$ cat config.mk
export PLATFORM = sky130hd
export DESIGN_NAME = rbd_cfg
export DESIGN_NICKNAME = d
export VERILOG_FILES = /design/src/hw/rtl/rbd_pkg.sv /design/src/hw/rtl/rbd_cfg.sv
export SDC_FILE = /design/constraint.sdc
export NUM_CORES = 1
export LEC_CHECK = 0
export BUFFER_PORTS_ARGS = -buffer_cell sky130_fd_sc_hd__buf_2
export CAP_MARGIN = 20
export CORE_MARGIN = 3
export CORE_UTILIZATION = 36
export DETAILED_ROUTE_END_ITERATION = 6
export PLACE_DENSITY = 0.79
export SETUP_SLACK_MARGIN = 0.2
export SYNTH_ARGS = -nofsm -noshare
export SYNTH_HDL_FRONTEND = slang
export SYNTH_SLANG_ARGS = --single-unit
$ cat constraint.sdc
create_clock -name clk -period 1.2 [get_ports clk]
set_input_delay 0.3 -clock clk [delete_from_list [all_inputs] [get_ports clk]]
set_output_delay 0.3 -clock clk [all_outputs]
set_load 0.05 [all_outputs]
$ cat src/hw/rtl/rbd_pkg.sv
// Shared types, constants and pixel helpers for the RAW10 BGGR downsampling debayer.
// No dependencies.
`default_nettype none

package rbd_pkg;

  localparam int GROUP_W = 40;
  localparam int PIX_W   = 10;
  localparam int CH_W    = 8;
  localparam int CNT_W   = 13;   // holds any group or row limit, up to 4096
  localparam int ROW_W   = 12;
  localparam int LANES   = 2;
  localparam int ADDR_W  = 3;
  localparam int DATA_W  = 32;

  localparam int MAX_GROUPS_DEF = 512;

  localparam logic [9:0]       ROW_GROUPS_RST = 10'd320;
  localparam logic [12:0]      FRAME_ROWS_RST = 13'd720;
  localparam logic [CNT_W-1:0] ROW_LIMIT      = 13'd4096;
  localparam logic [CNT_W-1:0] MIN_ROWS       = 13'd2;
  localparam logic [PIX_W-1:0] CH_MAX         = 10'd255;

  localparam logic REG_ROW_GROUPS = 1'b0;
  localparam logic REG_FRAME_ROWS = 1'b1;

  typedef struct packed {
    logic [CNT_W-1:0] groups;   // groups per row after clamping
    logic [CNT_W-1:0] rows;     // rows per frame after clamping
  } cfg_t;

  typedef struct packed {
    logic [CH_W-1:0] blue;
    logic [CH_W-1:0] green;
    logic [CH_W-1:0] red;
  } rgb_t;

  // Pixel k of a packed group: high byte k, low two bits from byte 4.
  function automatic logic [PIX_W-1:0] pix_of(input logic [GROUP_W-1:0] grp,
                                              input logic [1:0] k);
    logic [7:0] hi;
    logic [7:0] lo;
    logic [1:0] low2;
    lo = grp[39:32];
    case (k)
      2'd0: begin
        hi   = grp[7:0];
        low2 = lo[7:6];
      end
      2'd1: begin
        hi   = grp[15:8];
        low2 = lo[5:4];
      end
      2'd2: begin
        hi   = grp[23:16];
        low2 = lo[3:2];
      end
      default: begin
        hi   = grp[31:24];
        low2 = lo[1:0];
      end
    endcase
    return {hi, low2};
  endfunction

  function automatic logic [CH_W-1:0] sat8(input logic [PIX_W-1:0] v);
    return (v > CH_MAX) ? {CH_W{1'b1}} : v[CH_W-1:0];
  endfunction

endpackage

`default_nettype wire

$ cat src/hw/rtl/rbd_cfg.sv
// APB-style register file: row_groups and frame_rows, plus their clamped values.
// Depends on rbd_pkg.
`default_nettype none

module rbd_cfg #(
  parameter int MAX_GROUPS = rbd_pkg::MAX_GROUPS_DEF
) (
  input  wire logic                        clk,
  input  wire logic                        rst_n,
  input  wire logic                        psel,
  input  wire logic                        penable,
  input  wire logic                        pwrite,
  input  wire logic [rbd_pkg::ADDR_W-1:0]  paddr,
  input  wire logic [rbd_pkg::DATA_W-1:0]  pwdata,
  output logic      [rbd_pkg::DATA_W-1:0]  prdata,
  output logic                             pready,
  output rbd_pkg::cfg_t                    cfg
);

  localparam logic [rbd_pkg::CNT_W-1:0] MaxGroups = rbd_pkg::CNT_W'(MAX_GROUPS);

  logic [9:0]  row_groups_r, row_groups_nxt;
  logic [12:0] frame_rows_r, frame_rows_nxt;
  logic        reg_idx;
  logic        wr;
  logic [rbd_pkg::CNT_W-1:0] rg_ext;

  assign pready  = 1'b1;
  assign reg_idx = paddr[2];
  assign wr      = psel && penable && pwrite;

  always_comb begin
    row_groups_nxt = row_groups_r;
    frame_rows_nxt = frame_rows_r;
    if (wr) begin
      case (reg_idx)
        rbd_pkg::REG_ROW_GROUPS: row_groups_nxt = pwdata[9:0];
        rbd_pkg::REG_FRAME_ROWS: frame_rows_nxt = pwdata[12:0];
        default: ;
      endcase
    end
  end

  always_ff @(posedge clk) begin
    if (!rst_n) begin
      row_groups_r <= rbd_pkg::ROW_GROUPS_RST;
      frame_rows_r <= rbd_pkg::FRAME_ROWS_RST;
    end else begin
      row_groups_r <= row_groups_nxt;
      frame_rows_r <= frame_rows_nxt;
    end
  end

  always_comb begin
    case (reg_idx)
      rbd_pkg::REG_ROW_GROUPS: prdata = rbd_pkg::DATA_W'(row_groups_r);
      rbd_pkg::REG_FRAME_ROWS: prdata = rbd_pkg::DATA_W'(frame_rows_r);
      default:                 prdata = '0;
    endcase
  end

  // Clamp: zero groups act as one, groups stop at MAX_GROUPS, rows stay within 2..4096.
  assign rg_ext = rbd_pkg::CNT_W'(row_groups_r);

  always_comb begin
    if (rg_ext == '0) begin
      cfg.groups = rbd_pkg::CNT_W'(1);
    end else if (rg_ext > MaxGroups) begin
      cfg.groups = MaxGroups;
    end else begin
      cfg.groups = rg_ext;
    end
    if (frame_rows_r < rbd_pkg::MIN_ROWS) begin
      cfg.rows = rbd_pkg::MIN_ROWS;
    end else if (frame_rows_r > rbd_pkg::ROW_LIMIT) begin
      cfg.rows = rbd_pkg::ROW_LIMIT;
    end else begin
      cfg.rows = frame_rows_r;
    end
  end

endmodule

`default_nettype wire

== Yosys cells after proc, flatten, opt, wreduce, memory -nomap -nowiden ==
Index checks and enable logic that the tools add are counted.
Cells by class
  shift operators: 0
  equality and inequality tests: 0
  add/subtract/negate cells: 0
  $mul: 0
  multiplexer cells: 5
  order comparisons: 3
  reductions and logical operators: 5
  div/mod/pow operators: 0
  bitwise gates (word level): 1
Operators with widths (number)
  32-bit one-hot mux with 2 select lines: 1
  13-bit 2-to-1 mux: 2
  10-bit 2-to-1 mux: 2
  13-bit greater-than comparator (second input constant): 1
  13-bit logical NOT: 1
  13-bit by 2-bit < comparator with 1-bit output (second input constant): 1
  10-bit greater-than comparator (second input constant): 1
  2-bit AND reduction: 2
  1-bit logical AND: 2
  1-bit NOT: 1
Storage, ports and cells
  memories: 0
  bits in read-only memories: 0
  bits in latches: 0
  bits in writable memories: 0
  register bits after elaboration: 23
  input port bits: 40

== Longest topological paths before layout ==
  depth after elaboration: 3
  depth in mapped cells: 4
  gate-level depth less buffers: 3

== Least setup slack after synthesis ==
Ideal clock, no wire load.
  kind: reg-to-output
  start point: reg frame_rows_r[9]
  end point: out cfg[1] (netlist name)
  required time: 0.900 ns
  buffers on the path: 0
  setup slack: -0.573 ns
  cell stages (with the launch flop): 4
  arrival time: 1.473 ns
  cell sequence: dfxtp_1 -> nor4_1 -> nand3_1 -> a21oi_1
RTL lines
  from (decl): line rbd_cfg.sv:23  | logic [12:0] frame_rows_r, frame_rows_nxt;
  from (signal assigned): line rbd_cfg.sv:47  | frame_rows_r <= rbd_pkg::FRAME_ROWS_RST;
  from (signal assigned): line rbd_cfg.sv:50  | frame_rows_r <= frame_rows_nxt;
  to (decl): line rbd_cfg.sv:17  | output rbd_pkg::cfg_t cfg

==> out/results.txt <==
Post-Synthesis Cells: 162
Antenna Diode Count: 0
WP data arrival: 1.45 ns
Vias per cell: 5.01
DR pass1 iterations: 4
Initial antenna violation count: 0
CTS tree: done
Starting Density: 38.6%
Worst EP required: 0.90 ns
Die height: 67.0 um
Tightest Hold Check Type: in2reg
Logic pwr share: 36.9%
Total routed wirelength: 5.75 mm
GPL Wtd Cong: 0.780
Setup Crit Path Kind: reg2out
IO Pins: 99
Status: finished with violations
CTS sink cnt: 23
# setup viols final: 36
Worst setup EP type: output pin
CTS buffer count: 3
Share of layout cells above drive strength 1: 71.3%
Non-Filler Instances: 297
VDD IR-drop max: 0.527 mV
Final count of hold timing violations: 0
Die W: 67.0 um
CTS Buffer Depth: 2
Total number of yosys warnings: 0
Synth async-reset ratio: 0%
Routed Antenna Nets: 0
Core area: 3470 um^2
Switching share of power: 36.3%
Multi-input logic area: 1060 um^2
Total die area: 4490 um^2
Dpl cells: 279
CP Max Fanout: 2
EDFF count, synth: 0
Top cells by area, synth: dfxtp_1, buf_4, mux2_2
Yosys cell types: 23
Avg Inst Size Synth: 8.27 um^2
Hold slack: 0.266 ns
Site Rows: 21
Root Driver: clkbuf_8
Main flop type after synthesis: dfxtp_1
Synth top cells by count: buf_4, dfxtp_1, nand2_1, nand3_1, nor2b_1
Routed length per instance: 19.4 um
FF+latch area: 503 um^2
1st-iter DRT viols: 66
IO Port Bufs: 54
Final Util: 82.6%
Setup Slack @ Placement: -0.429 ns
Top cell type's share of synthesized area: 34.4%
Power share of the clock group: 24.0%
Yosys top cell by area: dfxtp_1
Largest net degree at the start of global routing: 36
Fill cells: 186
Tcrit/Tclk final: 146%
Power per cell area: 707 nW/um^2
Residual DRC: 0
Final setup TNS: -7.66 ns
Max cap viols: 0
Nets: 292
Synth Cell Area: 1340 um^2
Remaining Overflow, GRT: 0
First-pass GRT wire length: 7.57 mm
Minimum clock period: 1.75 ns
Syn-to-layout area delta: 114%
Startpoint Class: flop
Final Max Tran Viols: 0
Synthesis-stage register bit count: 23
Seq/Total Area, Yosys: 34.4%
Seq pwr share: 39.1%
Maximum clock rate: 0.570 GHz
RSZ-0062 raised after global routing: yes
Pint: 1.29 mW
Worst-path clk slew: 0.08 ns
Sw power: 0.736 mW
Routed vias: 1,487
Clk_lat worst skew: 0.26 ns
Max H-tree Level: 1
Final HPWL DP: 2.67 mm
Vias in the first global route: 1,515
Post-route setup slack: -0.554 ns
Count leader, synth: buf_4
All-Layer GR Usage: 22.9%
Post-CTS Hold Buffers: 0
Final Skew: 0 ns
Leak: 1.33 nW
Failing checks: negative setup slack
placed cells by master, fill, tap and decap left out, drive strengths merged, types with 2 or more instances in the layout:
master / n
buf: 96
conb: 23
dfxtp: 23
nor2b: 18
nand2: 18
nand3: 18
o21ai: 17
mux2: 10
clkbuf: 7
mux2i: 6
nor4: 4
and2: 3
a21oi: 2
cell families after synthesis:
| group | after synthesis | synth area share (%) |
|---|---|---|
| muxes | 16 | 12.9 |
| and+or+nand+nor | 66 | 27.5 |
| AOI/OAI and AO/OA | 19 | 7.10 |
| buffers and inverters | 36 | 17.6 |
| other | 2 | 0.560 |
| DFF | 23 | 34.4 |
stage by stage:
stage	total power, mW	area [um^2]
6_report	2.03	2870
5_1_grt	2.09	2870
4_1_cts	1.99	2680
3_5_place_dp	1.36	1970
3_3_place_gp	1.36	1970
2_1_floorplan	1.29	1660
per-layer routing:
metal,GRT usage [%],wire (um),vias to the layer above
li1,-,-,684
met1,23.7,2170,706
met2,45.0,3060,77
met3,4.05,329,20
met4,7.34,197,0
met5,0,0,-
repair_timing:
item / CTS / global route
pin swaps: 7 / 8
buffers inserted: 5 / 3
resized for setup: 164 / 37
cloned: 4 / 2
endpoints found under the setup margin: 40 / 56
cell type report:
class	instances	share of cell area (%)
Timing Repair Buffer	99	41.9
Multi-Input combinational cell	124	36.9
Sequential cell	23	17.6
Tap cell	46	2.01
Clock buffer	4	1.57
Inverter	1	0.131
flip-flops by register name, summed over array words and instances, names as in the netlist:
name	count
row_groups_r	10
frame_rows_r	13
power groups by stage:
stage	registers (mW)	clock network [mW]	logic (mW)
5_1_grt	0.795	0.525	0.773
2_1_floorplan	0.809	0	0.483
3_3_place_gp	0.806	0	0.552
4_1_cts	0.796	0.497	0.696
6_report	0.793	0.486	0.747
3_5_place_dp	0.807	0	0.554
worst paths after layout:
path,endpoint,cells after the start,from,slack [ns]
worst min register to register,row_groups_r[0],2,row_groups_r[0],0.48
worst max register to register,row_groups_r[9],4,row_groups_r[9],0.30
worst min-delay path,frame_rows_r[12],3,pwdata[12],0.27
worst max-delay path,cfg[0],4,frame_rows_r[11],-0.55
worst max-delay path, cell delays in order, from the launching register on:
cell and delay [ns]:
dfxtp_4 0.37, nor4_4 0.28, nand3_2 0.15, and3b_2 0.24, buf_8 0.15
No activity file was read; power rests on OpenSTA's default activity.
