### config.mk
export PLATFORM = sky130hd
export DESIGN_NAME = rbd_lane
export DESIGN_NICKNAME = d
export VERILOG_FILES = /design/src/hw/rtl/rbd_pkg.sv /design/src/hw/rtl/rbd_lane.sv
export SDC_FILE = /design/constraint.sdc
export NUM_CORES = 1
export LEC_CHECK = 0
export BUFFER_PORTS_ARGS = -buffer_cell sky130_fd_sc_hd__buf_2
export CAP_MARGIN = 20
export CORE_MARGIN = 2
export CORE_UTILIZATION = 35
export DETAILED_ROUTE_END_ITERATION = 8
export PLACE_DENSITY = 0.81
export SLEW_MARGIN = 15
export SYNTH_ARGS = -nofsm -noshare
export SYNTH_HDL_FRONTEND = slang
export SYNTH_SLANG_ARGS = --single-unit
### constraint.sdc
create_clock -name vclk -period 3.3
set_input_delay 0.825 -clock vclk [all_inputs]
set_output_delay 0.825 -clock vclk [all_outputs]
set_load 0.1 [all_outputs]
### src/hw/rtl/rbd_pkg.sv
// Shared types, constants and pixel helpers for the RAW10 BGGR downsampling debayer.
// No dependencies.
`default_nettype none

package rbd_pkg;

  localparam int GROUP_W = 40;
  localparam int PIX_W   = 10;
  localparam int CH_W    = 8;
  localparam int CNT_W   = 13;   // holds any group or row limit, up to 4096
  localparam int ROW_W   = 12;
  localparam int LANES   = 2;
  localparam int ADDR_W  = 3;
  localparam int DATA_W  = 32;

  localparam int MAX_GROUPS_DEF = 512;

  localparam logic [9:0]       ROW_GROUPS_RST = 10'd320;
  localparam logic [12:0]      FRAME_ROWS_RST = 13'd720;
  localparam logic [CNT_W-1:0] ROW_LIMIT      = 13'd4096;
  localparam logic [CNT_W-1:0] MIN_ROWS       = 13'd2;
  localparam logic [PIX_W-1:0] CH_MAX         = 10'd255;

  localparam logic REG_ROW_GROUPS = 1'b0;
  localparam logic REG_FRAME_ROWS = 1'b1;

  typedef struct packed {
    logic [CNT_W-1:0] groups;   // groups per row after clamping
    logic [CNT_W-1:0] rows;     // rows per frame after clamping
  } cfg_t;

  typedef struct packed {
    logic [CH_W-1:0] blue;
    logic [CH_W-1:0] green;
    logic [CH_W-1:0] red;
  } rgb_t;

  // Pixel k of a packed group: high byte k, low two bits from byte 4.
  function automatic logic [PIX_W-1:0] pix_of(input logic [GROUP_W-1:0] grp,
                                              input logic [1:0] k);
    logic [7:0] hi;
    logic [7:0] lo;
    logic [1:0] low2;
    lo = grp[39:32];
    case (k)
      2'd0: begin
        hi   = grp[7:0];
        low2 = lo[7:6];
      end
      2'd1: begin
        hi   = grp[15:8];
        low2 = lo[5:4];
      end
      2'd2: begin
        hi   = grp[23:16];
        low2 = lo[3:2];
      end
      default: begin
        hi   = grp[31:24];
        low2 = lo[1:0];
      end
    endcase
    return {hi, low2};
  endfunction

  function automatic logic [CH_W-1:0] sat8(input logic [PIX_W-1:0] v);
    return (v > CH_MAX) ? {CH_W{1'b1}} : v[CH_W-1:0];
  endfunction

endpackage

`default_nettype wire

### src/hw/rtl/rbd_lane.sv
// One debayer lane: a 2x2 BGGR cell to one saturated RGB pixel.
// Depends on rbd_pkg.
`default_nettype none

module rbd_lane (
  input  wire logic [rbd_pkg::PIX_W-1:0] top_left,
  input  wire logic [rbd_pkg::PIX_W-1:0] top_right,
  input  wire logic [rbd_pkg::PIX_W-1:0] bot_left,
  input  wire logic [rbd_pkg::PIX_W-1:0] bot_right,
  output rbd_pkg::rgb_t                  pix
);

  logic [rbd_pkg::PIX_W:0] green_sum;

  assign green_sum = {1'b0, top_right} + {1'b0, bot_left};

  assign pix.blue  = rbd_pkg::sat8(top_left);
  assign pix.green = rbd_pkg::sat8(green_sum[rbd_pkg::PIX_W:1]);
  assign pix.red   = rbd_pkg::sat8(bot_right);

endmodule

`default_nettype wire

## After elaboration in Yosys (flattened, before gate mapping)

Cells that the tools add are included.

- Flip-flop bits (word level): 0
- Bits of input ports: 40
- Word-level logic and storage cells: 7
- Output and inout bits: 24

- Order comparisons: 3
- Add/subtract/negate cells: 1
- Mux-type cells: 3

Operators with widths:

| operator | count |
|---|---|
| greater-than comparator 10 x 8 -> 1 bit (second input constant) | 3 |
| two-way mux 8 bit | 3 |
| adder 10 x 10 -> 11 bit | 1 |

## Depth between registers and ports, before layout

Gate-level depths: netlist (run 1).

- Depth after elaboration: 3
- Mapped depth: 7
- Mapped depth without buffers: 7

## Least setup slack after synthesis (run 1)

Ideal clock, no wire load.

- Path kind: input -> output
- From: in top_right[4] (netlist name)
- To: out pix[10] (netlist name)
- Required time: 2.475 ns
- Cell stages on the path: 6
- Buffers on the path: 0
- Arrival time: 2.949 ns
- Setup slack: -0.474 ns
- Cells stage by stage: ha_1 > a21o_2 > and3_4 > nor4_2 > mux2i_1 > nand2b_1

RTL lines:

| item | line | source |
|---|---|---|
| start, declared | rbd_lane.sv:7 | `input wire logic [rbd_pkg::PIX_W-1:0] top_right,` |
| end, declared | rbd_lane.sv:10 | `output rbd_pkg::rgb_t pix` |

==> results.cfg, run 1 <==
[critical_path]
crit_type = input pin to output pin
worstSetupEndpoint = pix[13]
cp-end-kind = output pin
critPathLaunchType = input pin
path_max_fanout = 3
worstPathArrival_ps = 2690
crit_path_start = top_right[0]
crit_chain = buf_2 -> and2_4 -> fa_2 -> a21oi_4 -> buf_4 -> o21bai_2 -> a21oi_1 -> xor2_1 -> nand2b_4 -> buf_12
critPathSlowestCell = fa_2
worst_ep_required_time_ps = 2470
crit_path_max_incr_delay_ps = 420

[power]
peakVddDrop_mv = 0.2584
pwr-share-clk_pct = 0
netSwitchingFraction_pct = 61.61
power_per_cell_area_nw_per_um2 = 335.4
p_switching_mw = 0.2831
p_int_mw = 0.1764
pwr-share-seq_pct = 0
p_comb_share_pct = 100.0
leakage_nw = 0.6451

[global_routing]
grt_pass1_vias = 952
grt_max_degree = 9
antenna_found_initial = 0
met1_usage_pct = 26.03
grt_pass1_wl_um = 3995
grt_use_met2_pct = 53.71
track_usage_pct = 26.07
use_met3_pct = 3.600
grt-ovfl-total = 0
gr-max-usage-layer = met2

[synth]
ys_types = 28
ys_seq_area_share_pct = 0
yosysWarnings = 0
synth.cell_area_um2 = 590.6
avgSynthCellArea_um2 = 7.291
syn_inst = 81
syn_nets = 131

[layout]
seq_cell_count = 0
multi_input_area_um2 = 767.0
seqCellArea_um2 = 0
diodes = 0
final_nets = 212
layout-drive-gt1-share_pct = 67.50
n_clock_buffer = 0
nFillCells = 73
area_growth_pct = 132.0
final_util_pct = 88.88

[floorplanning]
initial_core_util_pct = 38.31
die_area_um2 = 2032
core_um2 = 1541
placementRows = 14
io_pins = 64
die_h_um = 45.08
fp.dieW_um = 45.08

[flow_run]
cap_violations = 0

[timing]
tightest_slew_ps = 492.1
slew-limit-headroom_pct = 67.42
rsz0062_at_grt = yes
fin_crit_sh_pct = 106.4
fin_ws_ps = -210.3
finalSetupViolCount = 8
finalHoldViolations = 0
fin_setup_tns_ps = -1466
min_period_ps = 3510
fmax_mhz = 284.9
finalMaxSlewViolations = 0

[place]
dp_hpwl_um = 1992
io_buffers = 64
gp_congestion = 0.8489

[hold_path]
hold_path.class = input pin to output pin
hp-start = top_left[3]

[route]
wl_per_cell_um = 16.76
vias = 1023
wl_um = 2949
via_per_inst = 5.813
drtIter0Drc = 20
ant_nets = 0
drt_pass1_iterations = 4
drc = 0

[cts]
postCtsHoldBufs = 0

[status]
violations = negative setup slack
status = complete, but fails checks
[critical path, delay by kind of cell]
family	cells	cell delay (ps)
AO/OA/AOI/OAI	3	490
adder cells (fa/ha/maj)	1	420
buffers and inverters	3	410
XOR/XNOR	1	290
AND/OR/NAND/NOR	2	250
[worst min path at each step]
stage	to	slack, ps	cells after the start
final	pix[19]	2210	3
after global routing	pix[6]	2220	3
after CTS	pix[19]	2200	3
after detailed placement	pix[8]	2200	4
after global placement	pix[8]	2190	4
after floorplan	pix[8]	2090	2
[power by group through the flow]
stage	clock, mW	sequential, mW	combinational (mW)
floorplan	0	0	0.291
global placement	0	0	0.420
detailed placement	0	0	0.429
CTS	0	0	0.436
global route	0	0	0.476
finish	0	0	0.459
[Yosys cell counts (2+ instances only)]
| cell type | count | share of area, % |
|---|---|---|
| a211oi_1 | 2 | 2.5 |
| ha_1 | 9 | 19 |
| a31oi_1 | 2 | 2.1 |
| nand2b_1 | 5 | 5.3 |
| o21ai_0 | 3 | 2.5 |
| a21oi_1 | 7 | 5.9 |
| nand2_1 | 4 | 2.5 |
| or3_1 | 17 | 18 |
| xnor2_1 | 3 | 4.4 |
| xor2_1 | 3 | 4.4 |
| inv_1 | 2 | 1.3 |
| or2_1 | 2 | 2.1 |
| and3_4 | 2 | 3.8 |
| nor2_1 | 4 | 2.5 |
| nand3_1 | 2 | 1.7 |
| a21o_2 | 2 | 3.0 |
[routing by layer]
metal  vias up  wire length [um]
li1        470                 -
met3        14               306
met4         0               114
met5         -                 0
met2        79              1546
met1       460               980
[cell type report]
cell class / instances / area share [%]
repair buffers: 79 / 42.01
inverters: 2 / 0.5479
well taps: 16 / 1.461
multi-input cells: 79 / 55.98
[repair_timing]
item                                    CTS  global route
resized for setup                         8             9
buffers inserted                          1             1
endpoints found under the setup margin    8             8
pin swaps                                 5             8
[per-stage QoR]
step	power, mW	worst slack [ps]	area [um2]	hold WS [ps]	cells
3_3_place_gp	0.4203	-178.3	1281	2190	174
6_report	0.4595	-210.3	1370	2206	176
3_5_place_dp	0.4287	-242.3	1281	2203	174
2_1_floorplan	0.2909	-7.509	723.2	2088	81
5_1_grt	0.4762	-285.3	1370	2217	176
4_1_cts	0.4365	-152.6	1324	2205	175
[placed cells by master, fill, tap and decap left out, drive strengths merged]
cell	n
ha	9
xor2	3
nand2b	5
and2	1
or2	3
xnor2	3
a21oi	8
mux2i	1
o21ai	3
nand2	4
or3	17
nand4	1
inv	2
a211oi	2
o211ai	1
nor4	1
a21o	3
a31oi	2
o41ai	1
fa	1
a221oi	1
nand3	2
buf	79
and3	2
o21bai	1
nor2	4
[cells by family (layout without fill, tap and decap cells)]
logic type | Yosys count | after routing | share of synthesized area (%)
AOI/OAI and AO/OA | 22 | 22 | 24.36
xor gates and xnor gates | 6 | 6 | 8.900
adders and majority gates | 10 | 10 | 22.46
buffers and inverters | 2 | 81 | 1.272
muxes | 1 | 1 | 1.695
and+or+nand+nor | 40 | 40 | 41.31
Power figures use the tool's default switching activity.
==> run 2: changes to the inputs <==
CELL_PAD_IN_SITES_DETAIL_PLACEMENT = 1   (was unset)
CELL_PAD_IN_SITES_GLOBAL_PLACEMENT = 1   (was unset)
CORE_UTILIZATION = 23   (was 35)
PLACE_DENSITY = unset   (was 0.81)
PLACE_DENSITY_LB_ADDON = 0.1   (was unset)
==> results.cfg, run 2 (same netlist as run 1, synthesis figures left out) <==
[hold_path]
hold_path.class = input pin to output pin

[route]
wl_per_cell_um = 14.64
via_per_inst = 4.892
vias = 954
drtIter0Drc = 3
ant_nets = 0
drc = 0
drt_pass1_iterations = 3
wl_um = 2855

[layout]
final_cell_mix = buf_2, buf_4, or3_1
final_util_pct = 59.28
n_clock_buffer = 0
final_nets = 217
seq_cell_count = 0
diodes = 0
area_growth_pct = 146.4
layout_commonest_cell = buf_2
layout-drive-gt1-share_pct = 69.70
seqCellArea_um2 = 0

[timing]
min_period_ps = 3454
slew-limit-headroom_pct = 67.63
hold_ws_ps = 2208
tightest_slew_ps = 488.9
fin_ws_ps = -154.3
fmax_mhz = 289.5
finalSetupViolCount = 8
rsz0062_at_grt = yes
fin_setup_tns_ps = -1144
finalHoldViolations = 0
finalMaxSlewViolations = 0
fin_crit_sh_pct = 104.7

[critical_path]
path_max_fanout = 8
crit_path_max_incr_delay_ps = 430
crit_path_start = top_right[6]
worstPathArrival_ps = 2630
worst_ep_required_time_ps = 2470
crit_buf_inv = 3
critPathSlowestCell = mux2i_4
worstSetupEndpoint = pix[13]
crit_cells = 9
crit_type = input pin to output pin
critPathLaunchType = input pin
crit_chain = buf_2 -> ha_4 -> buf_6 -> a21oi_4 -> o21ai_4 -> nor4_4 -> mux2i_4 -> nand2b_4 -> buf_12
cp_top_family = simple AND/OR/NAND/NOR gates
cp-end-kind = output pin

[floorplanning]
fp.dieW_um = 54.67
die_h_um = 54.67
initial_core_util_pct = 24.06
die_area_um2 = 2989
core_um2 = 2455
io_pins = 64
placementRows = 18

[global_routing]
antenna_found_initial = 0
grt_max_degree = 9
grt_pass1_wl_um = 3919
grt_pass1_vias = 885
track_usage_pct = 17.41
grt-ovfl-total = 0

[status]
violations = negative setup slack
status = complete, but fails checks

[power]
total_power_mw = 0.4657
leakage_nw = 0.6731
peakVddDrop_mv = 0.3168
power_per_cell_area_nw_per_um2 = 320.0

[flow_run]
cap_violations = 0

[place]
dp_hpwl_um = 2289
gp_congestion = 0.7947
io_buffers = 64
pre_cts_slack_ps = -237.6
[run 2: cell count changes in the layout (fill, tap and decap cells not counted), sizes merged]
cell  delta
buf      +5
[run 2: stage by stage]
stage	std cells	instance area, um2
global placement	191	1321
CTS	193	1363
finish	195	1455
global route	195	1455
floorplan	81	723.2
detailed placement	191	1321
[run 2: power breakdown]
part / internal (mW) / switching, mW / total [mW]
clock network: 0 / 0 / 0
registers: 0 / 0 / 0
logic: 0.183 / 0.282 / 0.466
total: 0.183 / 0.282 / 0.466
[run 2: worst min-delay path by stage]
stage,startpoint,to,slack [ps],cells after the start
3_3_place_gp,bot_right[2],pix[2],2210,3
5_1_grt,bot_right[4],pix[4],2220,3
2_1_floorplan,bot_left[1],pix[8],2090,2
3_5_place_dp,bot_right[6],pix[6],2210,3
4_1_cts,bot_right[6],pix[6],2210,3
6_report,top_left[4],pix[20],2210,3
[run 2: routing by layer]
layer  up-vias  wire length [um]  GRT usage (%)  part of all wire [%]
met2        42              1495          36.11                    52
met4         0                23              0                  0.81
met3         2               246         0.8197                   8.6
li1        479                 -              -                     -
met5         -                 0              0                     0
met1       431              1090          20.10                    38
[run 2: repair_timing]
item	CTS	global route
cloned	0	0
pin swaps	6	7
setup endpoints to repair	8	8
hold buffers	0	0
resized for setup	6	14
setup buffers	2	2
[run 2: area by class of cell]
type	count	area, um2
fillers	305	999.7
multi-input cells	79	803.3
repair buffers	84	606.8
well taps	30	37.54
inverters	2	7.507
[run 2: worst min-delay path: stages]
cell and delay [ps]:
buf_2 70, or3_1 80, buf_2 410
